[config.mk]
export PLATFORM = sky130hd
export DESIGN_NAME = wwsc_front
export DESIGN_NICKNAME = d
export VERILOG_FILES = /design/src/sv/wwsc_pkg.sv /design/src/sv/wwsc_front.sv
export SDC_FILE = /design/constraint.sdc
export NUM_CORES = 1
export LEC_CHECK = 0
export ABC_AREA = 1
export BUFFER_PORTS_ARGS = -buffer_cell sky130_fd_sc_hd__buf_4
export CAP_MARGIN = 10
export CORE_ASPECT_RATIO = 0.7
export CORE_MARGIN = 2
export CORE_UTILIZATION = 25
export CTS_CLUSTER_DIAMETER = 80
export CTS_CLUSTER_SIZE = 20
export DETAILED_ROUTE_END_ITERATION = 8
export HOLD_SLACK_MARGIN = 0.15
export PLACE_DENSITY = 0.57
export SYNTH_ARGS = -nofsm -noshare
export SYNTH_HDL_FRONTEND = slang
export SYNTH_SLANG_ARGS = --single-unit
export TNS_END_PERCENT = 10
[constraint.sdc]
create_clock -name clk_i -period 1.9 [get_ports clk_i]
set_input_delay 0.19 -clock clk_i [delete_from_list [all_inputs] [get_ports clk_i]]
set_output_delay 0.19 -clock clk_i [all_outputs]
set_load 0.05 [all_outputs]
[src/sv/wwsc_pkg.sv]
`default_nettype none

package wwsc_pkg;

  localparam int LINE_WIDTH = 20;
  localparam int RING_LINES = 32;
  localparam int WORD_CAP   = LINE_WIDTH + 1;
  localparam int QUEUE_DEPTH = 2;

  localparam int KIND_W   = 3;
  localparam int CHAR_W   = 8;
  localparam int ROW_W    = 5;
  localparam int RCOL_W   = 5;
  localparam int ROWS_W   = 6;
  localparam int TOP_W    = 5;
  localparam int HELD_W   = 6;
  localparam int CURLN_W  = 5;
  localparam int CURSOR_W = 5;

  localparam int COL_W   = $clog2(LINE_WIDTH + 1);
  localparam int IDX_W   = $clog2(RING_LINES);
  localparam int CNT_W   = $clog2(RING_LINES + 1);
  localparam int WL_W    = $clog2(WORD_CAP + 1);
  localparam int BUF_W   = $clog2(WORD_CAP);
  localparam int STORE_DEPTH = RING_LINES * LINE_WIDTH;
  localparam int ADDR_W  = $clog2(STORE_DEPTH);

  localparam logic [CHAR_W-1:0] SPACE_CODE   = 8'h20;
  localparam logic [CHAR_W-1:0] NEWLINE_CODE = 8'h0A;

  localparam logic [KIND_W-1:0] KIND_TEXT    = 3'd0;
  localparam logic [KIND_W-1:0] KIND_NEWLINE = 3'd1;
  localparam logic [KIND_W-1:0] KIND_UP      = 3'd2;
  localparam logic [KIND_W-1:0] KIND_DOWN    = 3'd3;
  localparam logic [KIND_W-1:0] KIND_CLEAR   = 3'd4;
  localparam logic [KIND_W-1:0] KIND_READ    = 3'd5;

  localparam logic [ROWS_W-1:0] VISIBLE_ROWS_RESET = 6'd8;

  typedef enum logic [2:0] {
    OP_TEXT,
    OP_SPACE,
    OP_NEWLINE,
    OP_UP,
    OP_DOWN,
    OP_CLEAR,
    OP_READ,
    OP_NOP
  } op_e;

  typedef struct packed {
    op_e               op;
    logic [CHAR_W-1:0] ch;
    logic              eos;
    logic [ROW_W-1:0]  row;
    logic [RCOL_W-1:0] col;
  } cmd_t;

endpackage

`default_nettype wire

[src/sv/wwsc_front.sv]
`default_nettype none

module wwsc_front (
  input  wire logic                             clk_i,
  input  wire logic                             rst_ni,
  input  wire logic                             push,
  output logic                                  full,
  input  wire logic [wwsc_pkg::KIND_W-1:0]      kind_i,
  input  wire logic [wwsc_pkg::CHAR_W-1:0]      char_code_i,
  input  wire logic                             end_of_string_i,
  input  wire logic [wwsc_pkg::ROW_W-1:0]       read_row_i,
  input  wire logic [wwsc_pkg::RCOL_W-1:0]      read_col_i,
  output logic                                  cmd_valid_o,
  output wwsc_pkg::cmd_t                        cmd_o,
  input  wire logic                             cmd_pop_i
);

  localparam int DEPTH = wwsc_pkg::QUEUE_DEPTH;
  localparam int PTR_W = (DEPTH > 1) ? $clog2(DEPTH) : 1;
  localparam int QCNT_W = $clog2(DEPTH + 1);

  wwsc_pkg::cmd_t     cls;
  wwsc_pkg::cmd_t     queue_q [DEPTH];
  logic [PTR_W-1:0]   wr_ptr_q, wr_ptr_d;
  logic [PTR_W-1:0]   rd_ptr_q, rd_ptr_d;
  logic [QCNT_W-1:0]  count_q, count_d;
  logic               push_acc;

  function automatic logic [PTR_W-1:0] ptr_inc(input logic [PTR_W-1:0] p);
    return (int'(p) == DEPTH - 1) ? '0 : PTR_W'(int'(p) + 1);
  endfunction

  always_comb begin
    cls     = '0;
    cls.ch  = char_code_i;
    cls.row = read_row_i;
    cls.col = read_col_i;
    unique case (kind_i)
      wwsc_pkg::KIND_TEXT: begin
        if (char_code_i == wwsc_pkg::NEWLINE_CODE) begin
          cls.op = wwsc_pkg::OP_NEWLINE;
        end else if (char_code_i == wwsc_pkg::SPACE_CODE) begin
          cls.op = wwsc_pkg::OP_SPACE;
        end else begin
          cls.op  = wwsc_pkg::OP_TEXT;
          cls.eos = end_of_string_i;
        end
      end
      wwsc_pkg::KIND_NEWLINE: cls.op = wwsc_pkg::OP_NEWLINE;
      wwsc_pkg::KIND_UP:      cls.op = wwsc_pkg::OP_UP;
      wwsc_pkg::KIND_DOWN:    cls.op = wwsc_pkg::OP_DOWN;
      wwsc_pkg::KIND_CLEAR:   cls.op = wwsc_pkg::OP_CLEAR;
      wwsc_pkg::KIND_READ:    cls.op = wwsc_pkg::OP_READ;
      default:                cls.op = wwsc_pkg::OP_NOP;
    endcase
  end

  assign full        = (int'(count_q) == DEPTH);
  assign push_acc    = push && !full;
  assign cmd_valid_o = (count_q != '0);
  assign cmd_o       = queue_q[rd_ptr_q];

  always_comb begin
    wr_ptr_d = push_acc ? ptr_inc(wr_ptr_q) : wr_ptr_q;
    rd_ptr_d = cmd_pop_i ? ptr_inc(rd_ptr_q) : rd_ptr_q;
    count_d  = count_q;
    if (push_acc && !cmd_pop_i) begin
      count_d = count_q + QCNT_W'(1);
    end else if (!push_acc && cmd_pop_i) begin
      count_d = count_q - QCNT_W'(1);
    end
  end

  always_ff @(posedge clk_i or negedge rst_ni) begin
    if (!rst_ni) begin
      wr_ptr_q <= '0;
      rd_ptr_q <= '0;
      count_q  <= '0;
    end else begin
      wr_ptr_q <= wr_ptr_d;
      rd_ptr_q <= rd_ptr_d;
      count_q  <= count_d;
    end
  end

  always_ff @(posedge clk_i) begin
    if (push_acc) begin
      queue_q[wr_ptr_q] <= cls;
    end
  end

endmodule

`default_nettype wire

# ---- After elaboration in Yosys (flattened, before gate mapping)
# Memory sizes are Yosys's and may differ from the RTL's.
# Cells that the tools add are included.
dict set report op_classes {
  n_reduce_logical 9
  muxes 12
  eq_ne 8
  n_addsub 4
}
# op n
set ops {}
lappend ops {{3-bit case mux with 6 select lines} 1}
lappend ops {{8-bit by 4-bit == test with 1-bit output, second input constant} 1}
lappend ops {{8-bit by 6-bit == test with 1-bit output, second input constant} 1}
lappend ops {{1-bit 2-to-1 mux} 8}
lappend ops {{3-bit by 2-bit == test with 1-bit output, second input constant} 2}
lappend ops {{3-bit == test, second input constant} 2}
lappend ops {{2-bit 2-to-1 mux} 3}
lappend ops {{2-bit nonzero test} 2}
lappend ops {{3-bit by 1-bit == test with 1-bit output, second input constant} 1}
lappend ops {{1-bit logical AND} 3}
lappend ops {{1-bit logical NOT} 3}
lappend ops {{3-bit logical NOT} 1}
lappend ops {{1-bit adder, second input constant} 2}
lappend ops {{2-bit by 1-bit adder with 2-bit output, second input constant} 1}
lappend ops {{2-bit == test, second input constant} 1}
lappend ops {{2-bit by 1-bit subtractor with 2-bit output, second input constant} 1}
dict set report word_totals {
  mem_bits_rw 44
  mem_count 1
  reg_bits 4
}
# memory words width read_ports rd_clocked_by_memory_dff wr line
set memory_table {}
lappend memory_table {queue_q 2 22 1 0 1 wwsc_front.sv:23} ;# wwsc_pkg::cmd_t queue_q [DEPTH];

# ---- Longest topological paths before layout
dict set report depth {
  word_depth 7
  depth_mapped 8
  depth_no_buf 8
}

# ---- Worst setup path after synthesis
# No wires, ideal clock.
dict set report synth_timing {
  path_kind {register to register}
  from {register count_q[1]}
  to {memory queue_q[1][0] (netlist name) (enable)}
  setup_time_ns 0.402
  stages_incl_launch_ff 4
  period_less_slack_ns 1.923
  arrival_time_ns 1.521
  path_slack_ns -0.023
  required_ns 1.498
  cell_sequence {dfrtp_1 inv_1 o21ai_1 nor2_1}
}
dict set report synth_via {
  elab_chain_cells 5
}
# item line
set synth_lines {}
lappend synth_lines {{start, declared} wwsc_front.sv:26} ;# logic [QCNT_W-1:0] count_q, count_d;
lappend synth_lines {{start signal, assigned} wwsc_front.sv:82} ;# count_q <= count_d;
lappend synth_lines {{2-bit == test} wwsc_front.sv:58} ;# assign full = (int'(count_q) == DEPTH);
lappend synth_lines {{1-bit logical NOT} wwsc_front.sv:59} ;# assign push_acc = push && !full;
lappend synth_lines {{1-bit logical AND} wwsc_front.sv:59}
lappend synth_lines {{1-bit 2-to-1 mux} wwsc_front.sv:87} ;# if (push_acc) begin
lappend synth_lines {{1-bit 2-to-1 mux (not written as such)} wwsc_front.sv:88} ;# queue_q[wr_ptr_q] <= cls;
lappend synth_lines {{end, declared} wwsc_front.sv:23}
# No other way between the ends.

==> reports/results.ini <==
[outcome]
outcome = completed

[floorplanning]
core.rowCount = 26
num_io_pins = 50
die_h_um = 77.3
dieArea_mm2 = 0.00841
fp.dieW_um = 109
initial_utilization_pct = 26.0
coreArea_mm2 = 0.00738

[power]
combPwrFrac_pct = 47.3
sw_frac_of_total_pct = 40.6
seqPwrFrac_pct = 35.8
powerDensity_mw_per_mm2 = 1540
p_leak_nw = 1.08
totalPowerFinal_w = 0.00422
p_clk_share_pct = 16.9
p_int_w = 0.00251
p_sw_w = 0.00172
ir_drop_v = 0.000721

[grt]
antenna_found_initial = 0
grt_pass1_vias = 1224
grt_pass1_wl_um = 5890
grt_util_all_layers_pct = 9.36
grt_overflow = 0
grt_max_degree = 24

[timing]
slew_viol_final = 0
worstMarginPinSlew_ns = 0.353
fin_crit_sh_pct = 88.6
max_slew_margin_pct = 76.4
setup_viol = 0
setup_tns_ns = 0
skew_ns = 0.0135
period_needed_ns = 1.68
grt_setup_unrepaired = false
max_freq_ghz = 0.594
finalHoldViolCount = 0

[synthesis]
postSynthAreaPerCell_um2 = 15.6
ys_seq_area_share_pct = 74.1
synth-edff-count = 44
synth_top_area_cell = edfxtp_1
synth.ff_latch_count = 48
synth_area_mm2 = 0.00192
synth_area_leaders = edfxtp_1, mux2_2, dfrtp_1
synth.distinct_cells = 15
ys.flop_type = edfxtp_1
synth_top_area_share_pct = 68.8
synth_common_cells = edfxtp_1, mux2_2, inv_1
ys.warnings.count = 0
yosysMostFrequentCell = edfxtp_1
synth_nets = 150
async_flop_share_pct = 8.33
synthCells = 123

[route]
vias = 1181
vias_per_cell = 3.94
wl_per_cell_um = 12.3
dr.pass1.iters = 4
ant_nets = 0
wl_um = 3700
drc = 0
drt_iter0_markers = 20

[critical_path]
cp_cell_sequence = buf_4 -> mux2_2 -> buf_4
cp_common_cell = buf_4
slowest_delay_ns = 0.39
crit_arrival_ns = 1.49
crit_required_ns = 1.71
slowest_stage = mux2_2
path_max_fanout = 16
timing.reg2reg.setup_slack_ns = 0.35
path_class = flip-flop to primary output
cp-end-kind = primary output
cp-start-kind = flip-flop

[cells_and_area]
final_cell_count_no_fill = 300
finalInstanceArea_mm2 = 0.00273
final_util_pct = 37.0
fillers = 713
diodes = 0
area_growth_pct = 42.4
drive_gt1_share_pct = 42.1
final_nets = 228
multiInputGateArea_um2 = 428
seq_area_mm2 = 0.00142

[clock_tree]
post_cts.repair.setup_buffers = 0
cts_hold_buffers = 20
cts_root_buf = clkbuf_8
clkTransAtPathRegs_ns = 0.08
h-tree-depth = 2
cts_made_buffers = 5
clock-sinks = 48
clock_path_buffers = 2
cts_tree = done
clock_latency_ns = 0.29
ctsResizeCount = 0

[placed_design]
io_buffers = 49
gp_congestion = 0.715
dpl-instance-area_mm2 = 0.00242
dp_hpwl_um = 2420
dpl.cell_count = 272

[job]
maxCapViolations = 0

[hold_path]
hold_class = primary input to async pin

-- path summary, 6_finish.rpt --
| kind | depth (start not counted) | from | endpoint |
|---|---|---|---|
| worst max-delay path | 3 | rd_ptr_q | cmd_o[20] |
| worst min-delay path | 2 | rst_ni | count_q[0] |
| worst max register to register | 6 | count_q[0] | count_q[1] |
| worst min register to register | 1 | count_q[0] | count_q[0] |
| max in group asynchronous | 2 | rst_ni | wr_ptr_q |
| min in group clk_i | 3 | end_of_string_i | queue_q[1][10] |
-- cells in the final DEF (no fill, tap or decap), drive strengths merged --
| master | synthesis | layout |
|---|---|---|
| a21oi | 1 | 1 |
| buf | 2 | 53 |
| bufinv | 0 | 1 |
| clkbuf | 0 | 5 |
| clkinv | 0 | 1 |
| clkinvlp | 0 | 1 |
| dfrtp | 4 | 4 |
| dlygate4sd3 | 0 | 20 |
| edfxtp | 44 | 44 |
| ha | 1 | 1 |
| inv | 14 | 14 |
| mux2 | 22 | 22 |
| nand2 | 10 | 10 |
| nand3 | 3 | 3 |
| nor2 | 13 | 13 |
| nor3 | 1 | 1 |
| o21ai | 5 | 5 |
| xnor2 | 1 | 1 |
| xor2 | 2 | 2 |
-- logic make-up (layout without fill, tap and decap cells) --
family	count (synthesis)	count (layout)	share of synthesized area [%]
AO/OA/AOI/OAI	6	6	1.56
XOR/XNOR	3	3	1.37
adder cells (fa/ha/maj)	1	1	0.652
buffers and inverters	16	95	3.91
flip-flops	48	48	74.1
multiplexers	22	22	12.9
AND/OR/NAND/NOR	27	27	5.54
-- power groups by stage --
| stage | Sequential, W | Combinational [W] | Clock, W |
|---|---|---|---|
| after detailed placement | 0.00154 | 0.00199 | 0 |
| after CTS | 0.00152 | 0.00203 | 0.000747 |
| after global routing | 0.00154 | 0.00212 | 0.000797 |
| after floorplan | 0.00153 | 0.00142 | 0 |
| final | 0.00151 | 0.00200 | 0.000713 |
| after global placement | 0.00153 | 0.00198 | 0 |
-- cell type report --
cell class / instances / share of cell area, %
tap: 98 / 4.49
multi-input combinational: 59 / 15.7
sequential: 48 / 52.0
clock inverter: 3 / 1.56
inverter: 14 / 1.92
clock buffer: 5 / 2.52
timing repair buffer: 73 / 21.9
-- per-stage QoR --
stage	hold WS [ns]	worst slack, ns
6_report	0.253	0.217
5_1_grt	0.238	0.136
4_1_cts	0.213	0.186
3_5_place_dp	-0.00990	0.368
3_3_place_gp	-0.00841	0.406
2_1_floorplan	-0.106	-0.00658
-- flip-flops by register name (all words and copies together), names as in the netlist --
signal and count:
queue_q 44, wr_ptr_q 1, rd_ptr_q 1, count_q 2
-- worst max-delay path, delay by kind of cell (launching register included) --
| family | cells | cell delay [ns] |
|---|---|---|
| flops | 1 | 0.35 |
| mux | 1 | 0.39 |
| buf+inv | 2 | 0.46 |
-- routing by layer --
| layer | part of all wire (%) | GRT usage, % | wire, µm | up-vias |
|---|---|---|---|---|
| met4 | 0.38 | 3.08 | 14 | 0 |
| li1 | - | - | - | 588 |
| met5 | 0 | 0 | 0 | - |
| met2 | 44 | 14.6 | 1650 | 35 |
| met3 | 5.7 | 3.06 | 211 | 2 |
| met1 | 49 | 12.2 | 1830 | 556 |
Note: power is estimated with default switching activity, not from simulation.
